<file path="config.mk">
export PLATFORM = sky130hd
export DESIGN_NAME = nps2d_ram
export DESIGN_NICKNAME = d
export VERILOG_FILES = /design/src/rtl/nps2d_ram.sv
export SDC_FILE = /design/constraint.sdc
export NUM_CORES = 2
export LEC_CHECK = 0
export ABC_CLOCK_PERIOD_IN_PS = 4500
export BUFFER_PORTS_ARGS = -buffer_cell sky130_fd_sc_hd__buf_4
export CAP_MARGIN = 20
export CORE_ASPECT_RATIO = 1.2
export CORE_MARGIN = 4
export CORE_UTILIZATION = 35
export DETAILED_ROUTE_END_ITERATION = 8
export GPL_TIMING_DRIVEN = 0
export REMOVE_ABC_BUFFERS = 1
export SYNTH_ARGS = -nofsm -noshare
export SYNTH_HDL_FRONTEND = slang
export SYNTH_SLANG_ARGS = --single-unit
</file>
<file path="constraint.sdc">
create_clock -name clk -period 4.5 [get_ports clk]
set_input_delay 0.225 -clock clk [delete_from_list [all_inputs] [get_ports clk]]
set_output_delay 0.225 -clock clk [all_outputs]
set_load 0.05 [all_outputs]
</file>
<file path="src/rtl/nps2d_ram.sv">
// Generic single write port, single read port RAM with registered read data.
// Stand-alone; no package needed.
module nps2d_ram #(
	parameter int WIDTH = 48,
	parameter int DEPTH = 64
) (
	input  logic                                   clk,
	input  logic                                   we,
	input  logic [(DEPTH > 1 ? $clog2(DEPTH) : 1)-1:0] waddr,
	input  logic [WIDTH-1:0]                       wdata,
	input  logic [(DEPTH > 1 ? $clog2(DEPTH) : 1)-1:0] raddr,
	output logic [WIDTH-1:0]                       rdata
);

	logic [WIDTH-1:0] mem_q [DEPTH];

	// Write port and registered read port.
	always_ff @(posedge clk) begin
		if (we) begin
			mem_q[waddr] <= wdata;
		end
		rdata <= mem_q[raddr];
	end

endmodule

</file>
==> results.toml <==
[pwr]
pwr-share-clk_pct = 40.8
power_frac_seq_pct = 54.1
vdd_ir_drop_max_uv = 250.7
swShare_pct = 21.13
p_int_w = 0.04701
switchingPower_w = 0.01259
p_per_area_mw_per_mm2 = 434.4
p_comb_share_pct = 5.1
p_leak_nw = 42.02
power_w = 0.05960

[floorplanning]
fp.dieW_microns = 536.1
die_height_microns = 641.7
fp-row-count = 232
die_area_sq_mm = 0.3440
start_util_pct = 35.18
io_pins = 110
design.core.area_sq_mm = 0.3329

[worst_setup_path]
crit_required_ns = 5.17
cp-end-kind = "flop"
r2r_slack_ns = 2.26
timing.rr.end = "rdata[26]"
r2r-start = "mem_q[62][26]"
criticalPathCategory = "in2reg"
critPathLaunch = "raddr[0]"
crit_arrival_ns = 4.60
start_kind = "primary input"
cp_max_fo = 100
r2r_cells = 5
crit_end = "rdata[45]"

[sta]
hold_viol_final = 0
setup_slack_ns = 0.5712
fin_crit_ns = 3.929
maxSlewHeadroom_pct = 23.75
min_period_over_period_pct = 87.31
setup-violations-final = 0
max_freq_mhz = 254.5
rsz0062_at_grt = "false"
finClkSkew_ns = 0.04541
maxSlewViolCount = 0
worst_pin_slew_ns = 1.141

[cts]
post_cts_buffers = 0
numCtsBuffers = 292
cts_tree = "yes"
cts_hold_buf = 51
cts.sinks = 3120
h-tree-depth = 5
clk_latency_ns = 0.87
ctsResizeCount = 0
path_clk_slew_ns = 0.06
cts_buffer_depth = 4
cts_root_buf = "clkbuf_16"

[yosys]
syn_area_per_cell_sq_um = 23.56
synth_ff_type = "edfxtp_1"
netlist_area_sq_mm = 0.1171
synth_cells = 4970
synthArstFlopShare_pct = 0
synth_edf_count = 3072
synth_seq_cells = 3120
synth_warnings = 0
yosysSeqAreaShare_pct = 79.59
ys_types = 36

[grt]
grt_use_met1_pct = 22.24
track_usage_pct = 17.36
grt_util_met2_pct = 30.43
antenna_found_initial = 11
grt_pass1_vias = 56220
overflow = 0
grt.busiest_layer = "met2"
gr-usage-met3_pct = 2.840
grt_max_degree = 103
grt_first_pass_wirelength_mm = 427.9

[route]
routedWlPerCell_microns = 30.22
routed_wl_mm = 303.6
viasPerCell = 5.506
remaining_drc_errors = 0
vias = 55310
drtIter0Drc = 6657
first_pass_iters = 7
ant_nets = 0

[final_layout]
final_util_pct = 41.21
area_growth_pct = 17.16
drive_gt1_share_pct = 28.82
finalNetCount = 5440
fin_cells = 10050

[outcome]
status = "finished, final reports clean"

[placed_design]
port_buffers = 109
place_congestion = 0.7228
dp_hpwl_mm = 191.8
place_inst = 9478
pre_cts_ws_ns = -0.5815

[min_path]
hold_path.class = "in2reg"

[run]
maxCapViolations = 0
[critical path: stages]
cell	delay, ns
buf_16	0.25
buf_16	0.49
buf_16	0.44
buf_16	0.50
buf_16	0.49
mux4_2	0.59
o221ai_1	0.27
a21oi_1	0.09
a21oi_1	0.49
a221oi_1	0.18
[stage by stage]
step	TNS [ns]	hold slack [ns]	cell area (sq um)
floorplan	0	0.3239	115600
global placement	-9232.35	0.6781	122000
detailed placement	-6.274	0.6717	127400
CTS	0	0.1287	137200
global route	0	0.1883	137200
finish	0	0.1920	137200
[power groups by stage]
stage	Sequential (W)	Combinational [W]	Clock [W]
after detailed placement	0.0329	0.00307	0
final	0.0322	0.00307	0.0243
after global routing	0.0322	0.00327	0.0259
after global placement	0.0329	0.00350	0
after floorplan	0.0331	0.00118	0
after CTS	0.0322	0.00312	0.0247
[registers in the layout, indices dropped and copies added (netlist names)]
register	cells
rdata	48
mem_q	3072
[synthesized netlist by cell type (all sizes together), types with 12 or more instances]
cell,n,area share [%]
clkbuf,99,0.32
o22ai,122,0.65
a221oi,83,0.62
a22o,57,0.43
dfxtp,48,0.82
mux4,754,14
nor2,132,0.42
nor2b,24,0.13
a211oi,32,0.21
nand2,55,0.18
a22oi,72,0.46
a21oi,74,0.32
mux2i,63,0.54
buf,183,0.96
mux2,12,0.12
edfxtp,3072,79
o221ai,28,0.21
[logic make-up after synthesis]
logic type	after synthesis	synth area share, %
DFF	3120	79.59
AOI/OAI and AO/OA	486	3.024
and+or+nand+nor	253	0.9572
buffers and inverters	282	1.279
muxes	829	15.15
[cell usage in the layout (no fill, tap or decap), types with 5 or more instances in the layout]
cell | synthesis | final
edfxtp_1 | 3072 | 3072
mux4_2 | 754 | 754
clkbuf_16 | 0 | 300
buf_12 | 0 | 166
o22ai_1 | 122 | 122
buf_4 | 62 | 109
a221oi_1 | 83 | 83
a21oi_1 | 74 | 74
a22oi_1 | 72 | 72
nor2_1 | 132 | 68
nor2_4 | 0 | 64
mux2i_1 | 63 | 63
a22o_1 | 57 | 57
clkinv_1 | 0 | 56
nand2_1 | 55 | 53
dlygate4sd3_1 | 0 | 51
clkinv_2 | 0 | 49
buf_16 | 0 | 48
dfxtp_1 | 48 | 48
clkbuf_1 | 98 | 43
a211oi_1 | 32 | 32
o221ai_1 | 28 | 28
bufinv_16 | 0 | 23
nor2b_1 | 24 | 20
buf_6 | 11 | 19
mux2_2 | 12 | 12
clkinvlp_4 | 0 | 12
a311oi_1 | 11 | 11
inv_6 | 0 | 11
clkbuf_8 | 0 | 8
nand2b_1 | 10 | 7
nand3_1 | 7 | 6
nand3b_1 | 5 | 5
a31o_2 | 5 | 5
[metal layers]
| layer | wire length, microns | up-vias |
|---|---|---|
| met1 | 115200 | 29970 |
| met3 | 21640 | 557 |
| met5 | 17 | - |
| met4 | 9154 | 2 |
| li1 | - | 22320 |
| met2 | 157600 | 2467 |
[layout make-up]
cell class	instances	area, sq um
clock inverter	161	1458
clock buffer	351	7779
antenna	3	7.507
timing repair buffer	396	6232
tap	4446	5563
multi-input combinational	1568	22960
sequential	3120	93210
fill	28470	195700
[how the worst min path moves through the flow]
stage                          from            end  slack [ns]  depth (start not counted)
after floorplan            wdata[0]    mem_q[0][0]        0.32                          0
after global placement    rdata[41]      rdata[41]        0.68                          1
after detailed placement   waddr[2]  mem_q[49][13]        0.67                          2
after CTS                  waddr[0]  mem_q[50][33]        0.13                          3
after global routing       waddr[0]  mem_q[50][33]        0.19                          3
final                      waddr[0]  mem_q[50][33]        0.19                          3
No activity file was read; power rests on OpenSTA's default activity.
