File: src/rtl/nps2d_pkg.sv
// Package for the two-dimensional nearest point search unit.
// Holds the fixed field widths and the item struct types; depends on nothing.
package nps2d_pkg;

	// Fixed field widths of the item formats.
	localparam int COORD_BITS = 24;
	localparam int SLOT_W     = 6;
	localparam int TAG_W      = 32;

	// A squared coordinate difference, the reported squared distance and its root.
	localparam int SQ_W   = 2 * COORD_BITS;
	localparam int SUM_W  = 50;
	localparam int ROOT_W = SUM_W / 2;

	// Item kinds.
	localparam logic KIND_LOAD  = 1'b0;
	localparam logic KIND_QUERY = 1'b1;

	typedef struct packed {
		logic                         kind;
		logic [SLOT_W-1:0]            slot;
		logic signed [COORD_BITS-1:0] latitude;
		logic signed [COORD_BITS-1:0] longitude;
		logic [TAG_W-1:0]             order_tag;
	} in_item_t;

	typedef struct packed {
		logic [TAG_W-1:0]  result_tag;
		logic              found;
		logic [SLOT_W-1:0] nearest_slot;
		logic [SUM_W-1:0]  distance_squared;
		logic [ROOT_W-1:0] distance;
	} out_item_t;

endpackage

File: src/rtl/nps2d_sqrt.sv
// Iterative floor square root, one result bit per cycle (restoring method).
// Depends on nps2d_pkg for the radicand and root widths.
module nps2d_sqrt import nps2d_pkg::*; (
	input  logic              clk,
	input  logic              arst_n,
	input  logic              start,
	input  logic [SUM_W-1:0]  radicand,
	output logic              busy,
	output logic [ROOT_W-1:0] root
);

	localparam int REM_W = ROOT_W + 3;
	localparam int CNT_W = $clog2(ROOT_W + 1);

	logic [SUM_W-1:0]  rad_q;
	logic [REM_W-1:0]  rem_q;
	logic [ROOT_W-1:0] root_q;
	logic [CNT_W-1:0]  cnt_q;
	logic              busy_q;

	logic [REM_W-1:0] shifted;
	logic [REM_W-1:0] trial;
	logic             take;

	// Bring down the next two radicand bits and try the next root bit.
	always_comb begin
		shifted = {rem_q[REM_W-3:0], rad_q[SUM_W-1 -: 2]};
		trial   = REM_W'({root_q, 2'b01});
		take    = (shifted >= trial);
	end

	// Control: count one step per cycle after start.
	always_ff @(posedge clk or negedge arst_n) begin
		if (!arst_n) begin
			busy_q <= 1'b0;
			cnt_q  <= '0;
		end else if (start) begin
			busy_q <= 1'b1;
			cnt_q  <= CNT_W'(ROOT_W);
		end else if (busy_q) begin
			cnt_q <= cnt_q - CNT_W'(1);
			if (cnt_q == CNT_W'(1)) begin
				busy_q <= 1'b0;
			end
		end
	end

	// Datapath: remainder, partial root and radicand shift register.
	always_ff @(posedge clk) begin
		if (start) begin
			rad_q  <= radicand;
			rem_q  <= '0;
			root_q <= '0;
		end else if (busy_q) begin
			rad_q  <= {rad_q[SUM_W-3:0], 2'b00};
			rem_q  <= take ? (shifted - trial) : shifted;
			root_q <= {root_q[ROOT_W-2:0], take};
		end
	end

	assign busy = busy_q;
	assign root = root_q;

	// A finished root always came from a full count of steps.
	a_done_after_last_step: assert property (@(posedge clk) disable iff (!arst_n)
		$fell(busy_q) |-> $past(cnt_q) == CNT_W'(1))
		else $error("square root finished before its last step");

endmodule

File: config.mk
export PLATFORM = sky130hd
export DESIGN_NAME = nps2d_sqrt
export DESIGN_NICKNAME = d
export VERILOG_FILES = /design/src/rtl/nps2d_pkg.sv /design/src/rtl/nps2d_sqrt.sv
export SDC_FILE = /design/constraint.sdc
export NUM_CORES = 1
export LEC_CHECK = 0
export BUFFER_PORTS_ARGS = -buffer_cell sky130_fd_sc_hd__buf_2
export CAP_MARGIN = 10
export CORE_ASPECT_RATIO = 0.5
export CORE_UTILIZATION = 50
export DETAILED_ROUTE_END_ITERATION = 12
export PLACE_DENSITY_LB_ADDON = 0.1
export SYNTH_ARGS = -nofsm -noshare
export SYNTH_HDL_FRONTEND = slang
export SYNTH_SLANG_ARGS = --single-unit
File: constraint.sdc
create_clock -name clk -period 7.3 [get_ports clk]
set_input_delay 0.365 -clock clk [delete_from_list [all_inputs] [get_ports clk]]
set_output_delay 0.365 -clock clk [all_outputs]
set_load 0.05 [all_outputs]
==> impl_metrics.py, run 1 <==
metrics = {
    "run_status": {
        "status": "finished clean",
    },
    "critical_path": {
        "crit_path_end_kind": "flop",
        "critPathKind": "flop to flop",
        "arrival_ns": 3.69,
        "crit_path_cell_trace": "inv_1, ha_1, a21oi_2, nand2_1, a41oi_2, a31oi_2, a211oi_4, buf_4, or3b_1, a211oi_1, a211o_1",
        "r2r_start": "root[8]",
        "cp_max_fo": 26,
        "crit_path_start_kind": "flop",
        "startpoint": "root[8]",
        "cp.required_ns": 7.55,
        "slowest_stage": "a211oi_4",
        "r2r_cells": 11,
        "critPathMaxStageDelay_ns": 0.82,
    },
    "power": {
        "pwr-share-comb_pct": 48.3,
        "power_frac_clock_pct": 20.5,
        "power.switching_mw": 0.980,
        "p_int_mw": 1.53,
        "power_density_nw_per_um2": 376,
        "ir_drop_uv": 155,
        "p_leak_nw": 2.93,
        "seqPwrFrac_pct": 31.2,
        "netSwitchingFraction_pct": 39.1,
    },
    "clock_tree": {
        "clk_latency_ns": 0.36,
        "cts_tree": "built",
        "numClockSinks": 107,
        "htreeDepth": 3,
        "postCtsResizedCells": 0,
        "cts-root-buf": "clkbuf_16",
        "clk_pin_slew_ns": 0.09,
        "clock_path_buffers": 2,
        "cts_made_buffers": 9,
    },
    "routing": {
        "routed-via-count": 4211,
        "post_drt_via_cell_ratio": 5.36,
        "postRouteAntennaNets": 0,
        "drcViolationCount": 0,
        "wirelength_mm": 11.1,
        "wl_per_cell_um": 14.2,
        "drt_iter0_drc": 237,
        "dr.pass1.iters": 4,
    },
    "sta": {
        "fin_crit_ns": 3.45,
        "slew_viol_final": 0,
        "rsz0062_at_grt": "false",
        "layout_setup_ws_ns": 3.85,
        "finClkSkew_ns": 0.0144,
        "slew_headroom_pct": 31.0,
        "fin_crit_sh_pct": 47.2,
        "fin_tns_setup_ns": 0,
        "hold_viol": 0,
        "tightest_slew_ns": 1.03,
        "setup_viol": 0,
        "fmax_mhz": 290,
    },
    "global_routing": {
        "grt_first_pass_wirelength_mm": 18.9,
        "grt_pass1_vias": 3998,
        "antenna_found_initial": 0,
        "grt_max_degree": 83,
        "track_usage_pct": 19.4,
        "gr-total-overflow": 0,
    },
    "synthesis": {
        "synth_edf_count": 50,
        "synth_warnings": 0,
        "synthXorXnorAreaFrac_pct": 3.14,
        "synth_mux_area_share_pct": 15.7,
        "synth.most_common_cell": "nor2_1",
        "yosysSeqAreaShare_pct": 45.6,
        "synth_largest_area_cell": "edfxtp_1",
        "ys_ff_latch": 107,
        "avgSynthCellArea_um2": 10.5,
        "netlist_instances": 556,
        "synth.distinct_cells": 62,
        "synth_compound_area_share_pct": 13.7,
        "ys.flop_type": "dfxtp_1",
        "yosys.area_share.simple_pct": 11.3,
        "synthArstFlopShare_pct": 5.61,
        "synth_adder_area_share_pct": 6.19,
        "syn_nets": 638,
        "synth_common_cells": "nor2_1 (72), dfxtp_1 (51), edfxtp_1 (50), mux2_2 (48), mux2i_1 (38)",
        "ys_top_cells_by_area": "edfxtp_1 (26%), dfxtp_1 (17%), mux2_2 (9.2%)",
        "synth_top_family_by_area": "multiplexers",
        "yosysTopAreaCellShare_pct": 25.6,
        "netlist_area_um2": 5860,
    },
    "placed_design": {
        "hpwl_mm": 7.62,
        "dpl_cell_area_um2": 6350,
        "numPortBuffers": 78,
        "routabilityCongestion": 0.829,
        "dpl.cell_count": 768,
        "pre_cts_slack_ns": 3.86,
    },
    "cells_and_area": {
        "syn2layout_area_growth_pct": 14.0,
        "final_cells": 785,
        "fill_cells": 990,
        "insertedDiodeCount": 0,
        "finalInstanceArea_um2": 6680,
        "drive_above_1_share_pct": 25.4,
        "fin_nets": 703,
        "final_util_pct": 59.5,
    },
    "die": {
        "core.rowCount": 27,
        "dieArea_um2": 12200,
        "die_width_um": 155,
        "core_area_um2": 11200,
        "die_h_um": 78.6,
        "initial_core_util_pct": 52.3,
        "pin_count": 79,
    },
    "hold_path": {
        "whs_path_depth": 2,
        "hp-class": "input port to flop",
        "min_from": "radicand[1]",
    },
    "flow_run": {
        "drv_cap": 0,
    },
}
[logic make-up (layout without fill, tap and decap cells)]
logic type / Yosys count / count (layout)
AND/OR/NAND/NOR: 135 / 135
buffers and inverters: 63 / 133
multiplexers: 86 / 86
adder cells (fa/ha/maj): 29 / 29
AO/OA/AOI/OAI: 115 / 115
flip-flops: 107 / 107
XOR/XNOR: 21 / 21
[placed cells by master (no fill, tap or decap), drive strengths merged, types with 2 or more instances in the layout]
| master | count |
|---|---|
| a211o | 2 |
| a211oi | 23 |
| a21o | 11 |
| a21oi | 30 |
| a22oi | 2 |
| a311oi | 2 |
| a31oi | 6 |
| a41oi | 3 |
| and2 | 2 |
| and3 | 2 |
| and3b | 2 |
| buf | 81 |
| clkbuf | 9 |
| clkinv | 3 |
| dfrtp | 6 |
| dfxtp | 51 |
| edfxtp | 50 |
| ha | 29 |
| inv | 39 |
| mux2 | 48 |
| mux2i | 38 |
| nand2 | 17 |
| nand2b | 8 |
| nand3 | 7 |
| nand4 | 3 |
| nor2 | 72 |
| nor3 | 7 |
| nor3b | 2 |
| o211ai | 4 |
| o21a | 3 |
| o21ai | 18 |
| o21bai | 3 |
| or3 | 3 |
| xnor2 | 17 |
| xor2 | 4 |
[state kept, by name (all words and copies together) (netlist names)]
signal  cells
root       25
rad_q      50
cnt_q       5
busy        1
rem_q      26
[per-stage QoR]
stage          hold slack (ns)  total power [mW]
2_1_floorplan           0.0694              1.81
3_3_place_gp             0.206              1.99
3_5_place_dp             0.205              2.00
4_1_cts                  0.273              2.52
5_1_grt                  0.279              2.70
6_report                 0.280              2.51
[per-layer routing]
layer  routed length (um)  vias up  GRT usage [%]
met5                    0        -              0
met4                  105        0           5.35
met3                  698       12           6.35
met2                 4540       78           28.6
met1                 5790     1979           27.2
li1                     -     2142              -
[what timing repair did]
| action | CTS | global route |
|---|---|---|
| setup buffers | 0 | 0 |
| endpoints found under the hold margin | 6 | 0 |
| hold buffers | 1 | 0 |
| endpoints found under the setup margin | 0 | 0 |
[power by group through the flow]
stage                     clock network [mW]  registers (mW)  logic, mW
after detailed placement                   0           0.794       1.21
after floorplan                            0           0.795       1.01
final                                  0.514           0.782       1.21
after global routing                   0.545           0.794       1.36
after global placement                     0           0.793       1.19
after CTS                              0.527           0.782       1.21
[final cells by class]
type / count / area (um2) / area share (%)
Clock buffer: 9 / 225 / 3.37
Inverter: 35 / 131 / 1.97
Tap cell: 159 / 199 / 2.98
Sequential cell: 107 / 2670 / 40.0
Clock inverter: 7 / 96.3 / 1.44
Timing Repair Buffer: 82 / 425 / 6.37
Multi-Input combinational cell: 386 / 2930 / 43.8
[critical path, delay by kind of cell, from the launching register on]
kind,cells,cell delay [ns]
AND/OR/NAND/NOR,2,0.27
adder cells (fa/ha/maj),1,0.38
flip-flops,1,0.37
buffers and inverters,2,0.49
AO/OA/AOI/OAI,6,1.81
[final timing paths]
| path | end | slack, ns |
|---|---|---|
| max in group asynchronous | busy | 6.75 |
| setup / recovery | rem_q[21] | 3.85 |
| setup reg to reg | rem_q[21] | 3.85 |
| hold reg to reg | rem_q[9] | 0.51 |
| min in group asynchronous | cnt_q[3] | 0.37 |
| hold / removal | rad_q[1] | 0.28 |
(Power assumes the default switching activity.)
==> inputs of run 2 (changes only) <==
--- a/config.mk
+++ b/config.mk
@@ -5,6 +5,7 @@
 export SDC_FILE = /design/constraint.sdc
 export NUM_CORES = 1
 export LEC_CHECK = 0
+export ABC_AREA = 1
 export BUFFER_PORTS_ARGS = -buffer_cell sky130_fd_sc_hd__buf_2
 export CAP_MARGIN = 10
 export CORE_ASPECT_RATIO = 0.5
==> constraint.sdc (replaced) <==
create_clock -name clk -period 3.3 [get_ports clk]
set_input_delay 0.165 -clock clk [delete_from_list [all_inputs] [get_ports clk]]
set_output_delay 0.165 -clock clk [all_outputs]
set_load 0.05 [all_outputs]
==> impl_metrics.py, run 2 <==
metrics = {
    "synthesis": {
        "netlist_area_um2": 6290,
        "synth_top_family_by_area": "simple AND/OR/NAND/NOR gates",
        "synth_mux_area_share_pct": 0,
        "ys_top_cells_by_area": "nand2_1 (25%), edfxtp_1 (24%), dfxtp_1 (16%)",
        "ys.flop_type": "dfxtp_1",
        "yosysSeqAreaShare_pct": 42.5,
        "synthArstFlopShare_pct": 5.61,
        "synth_largest_area_cell": "nand2_1",
        "avgSynthCellArea_um2": 7.01,
        "synth.most_common_cell": "nand2_1",
        "synthXorXnorAreaFrac_pct": 1.67,
        "synth_adder_area_share_pct": 5.76,
        "synth_edf_count": 50,
        "netlist_instances": 898,
        "synth_warnings": 0,
        "synth_compound_area_share_pct": 5.43,
        "yosys.area_share.simple_pct": 35.2,
        "yosysTopAreaCellShare_pct": 24.8,
        "ys_ff_latch": 107,
        "syn_nets": 980,
        "synth_common_cells": "nand2_1 (416), inv_1 (126), dfxtp_1 (51), edfxtp_1 (50), nand3_1 (43)",
        "synth.distinct_cells": 34,
    },
    "power": {
        "seqPwrFrac_pct": 27.5,
        "pwr-share-comb_pct": 55.1,
        "ir_drop_uv": 479,
        "p_leak_nw": 3.85,
        "power.switching_mw": 2.96,
        "power_density_nw_per_um2": 872,
        "p_int_mw": 3.27,
        "netSwitchingFraction_pct": 47.5,
        "power_frac_clock_pct": 17.5,
    },
    "die": {
        "initial_core_util_pct": 52.2,
        "die_h_um": 81.3,
        "core_area_um2": 12100,
        "die_width_um": 161,
        "pin_count": 79,
        "core.rowCount": 28,
        "dieArea_um2": 13100,
    },
    "cells_and_area": {
        "seqCellArea_um2": 2670,
        "fill_cells": 1218,
        "drive_above_1_share_pct": 12.4,
        "syn2layout_area_growth_pct": 13.7,
        "fin_nets": 1053,
        "final_cells": 1141,
        "multi_input_comb_area_um2": 3020,
        "final_cell_mix": "nand2_1 (416), inv_1 (126), buf_2 (78), dfxtp_1 (51), edfxtp_1 (50)",
        "largest_reg_flops": 50,
        "insertedDiodeCount": 0,
        "layout_commonest_cell": "nand2_1",
        "regMostFlops": "rad_q",
    },
    "critical_path": {
        "cpMostUsedCell": "nand2_1",
        "critPathKind": "flop to flop",
        "arrival_ns": 2.84,
        "critPathMaxStageDelay_ns": 0.38,
        "slowest_stage": "ha_1",
        "r2r_end": "rem_q[20]",
        "crit_path_cell_trace": "inv_1, ha_1, nand2_1, nor2_1, nand2_1, nor2_4, nand3_4, nand3_2, buf_4, nand2_1, inv_1, nand2_1, nand3_1",
        "crit_path_end_kind": "flop",
        "r2r_start": "root[19]",
        "r2r_cells": 13,
        "path_buf_inv": 3,
        "ff2ff_setup_slack_ns": 0.76,
        "cp_top_family": "simple AND/OR/NAND/NOR gates",
        "cp_max_fo": 29,
        "crit_path_start_kind": "flop",
        "cp.required_ns": 3.59,
        "startpoint": "root[19]",
    },
    "sta": {
        "hold_ws_ns": 0.0610,
        "fin_tns_setup_ns": 0,
        "fin_crit_ns": 2.54,
        "slew_viol_final": 0,
        "fin_crit_sh_pct": 77.1,
        "finClkSkew_ns": 0.0123,
        "rsz0062_at_grt": "false",
        "hold_viol": 0,
        "fmax_mhz": 393,
        "slew_headroom_pct": 48.5,
        "tightest_slew_ns": 0.772,
        "setup_viol": 0,
    },
    "clock_tree": {
        "htreeDepth": 3,
        "cts_tree": "built",
        "cts-root-buf": "clkbuf_16",
        "clk_latency_ns": 0.36,
        "numClockSinks": 107,
        "clock_path_buffers": 2,
        "ctsHoldBuffers": 1,
        "cts_made_buffers": 9,
        "postCtsResizedCells": 0,
        "post_cts_buffers": 0,
        "clk_pin_slew_ns": 0.08,
    },
    "placed_design": {
        "routabilityCongestion": 0.912,
        "dpl.cell_count": 1124,
        "numPortBuffers": 78,
        "hpwl_mm": 11.3,
    },
    "global_routing": {
        "track_usage_pct": 25.1,
        "grt_pass1_vias": 5222,
        "grt_max_degree": 63,
        "antenna_found_initial": 0,
        "grt_first_pass_wirelength_mm": 25.6,
        "gr-total-overflow": 0,
    },
    "routing": {
        "wirelength_mm": 15.5,
        "wl_per_cell_um": 13.6,
        "routed-via-count": 5686,
        "dr.pass1.iters": 6,
        "post_drt_via_cell_ratio": 4.98,
        "drt_iter0_drc": 402,
        "drcViolationCount": 0,
        "postRouteAntennaNets": 0,
    },
    "hold_path": {
        "min_from": "radicand[0]",
        "min_to": "rad_q[0]",
        "hp-class": "input port to flop",
        "whs_path_depth": 3,
    },
    "flow_run": {
        "drv_cap": 0,
    },
    "run_status": {
        "status": "finished clean",
    },
}
## run 2: tightest hold or removal path: cells and delay by family
kind          cells  cell delay (ns)
buf+inv           2             0.12
simple gates      1             0.04
## run 2: how the worst max path moves through the flow
| stage | to | cells after the start | slack, ns |
|---|---|---|---|
| floorplan | rad_q[0] | 3 | 0.29 |
| global placement | rem_q[20] | 13 | 0.88 |
| detailed placement | rem_q[23] | 13 | 0.80 |
| CTS | rem_q[20] | 13 | 0.75 |
| global route | rem_q[23] | 13 | 0.54 |
| finish | rem_q[20] | 13 | 0.76 |
## run 2: power groups by stage
stage,Clock (mW),Sequential (mW),Combinational [mW]
2_1_floorplan,0,1.75,2.62
3_3_place_gp,0,1.74,3.37
3_5_place_dp,0,1.74,3.40
4_1_cts,1.11,1.71,3.42
5_1_grt,1.16,1.73,3.94
6_report,1.09,1.71,3.43
## run 2: layout make-up
cell class                      count  share of cell area, %
Tap cell                          165                   2.89
Sequential cell                   107                   37.4
Inverter                          130                   6.82
Clock buffer                       10                   3.20
Multi-Input combinational cell    636                   42.3
Clock inverter                      6                  0.874
Timing Repair Buffer               87                   6.61
## run 2: per-layer routing
layer | global-route usage [%] | part of all wire [%]
met5 | 0 | 0
met4 | 5.14 | 0.63
met3 | 5.16 | 6.9
met2 | 38.7 | 42
met1 | 36.2 | 51
## run 2: cell families (layout without fill, tap and decap cells)
kind of cell	Yosys count	after routing
AO/OA/AOI/OAI	58	58
AND/OR/NAND/NOR	537	537
flip-flops	107	107
XOR/XNOR	12	12
buffers and inverters	155	233
adder cells (fa/ha/maj)	29	29
## run 2: per-stage QoR
stage	utilization (%)	instance area (um2)	power, mW	setup WS [ns]
2_1_floorplan	-	6290	4.37	0.287
3_3_place_gp	56.9	6850	5.10	0.877
3_5_place_dp	56.9	6850	5.14	0.796
4_1_cts	59.4	7150	6.25	0.747
5_1_grt	59.4	7150	6.84	0.537
6_report	59.4	7150	6.24	0.756
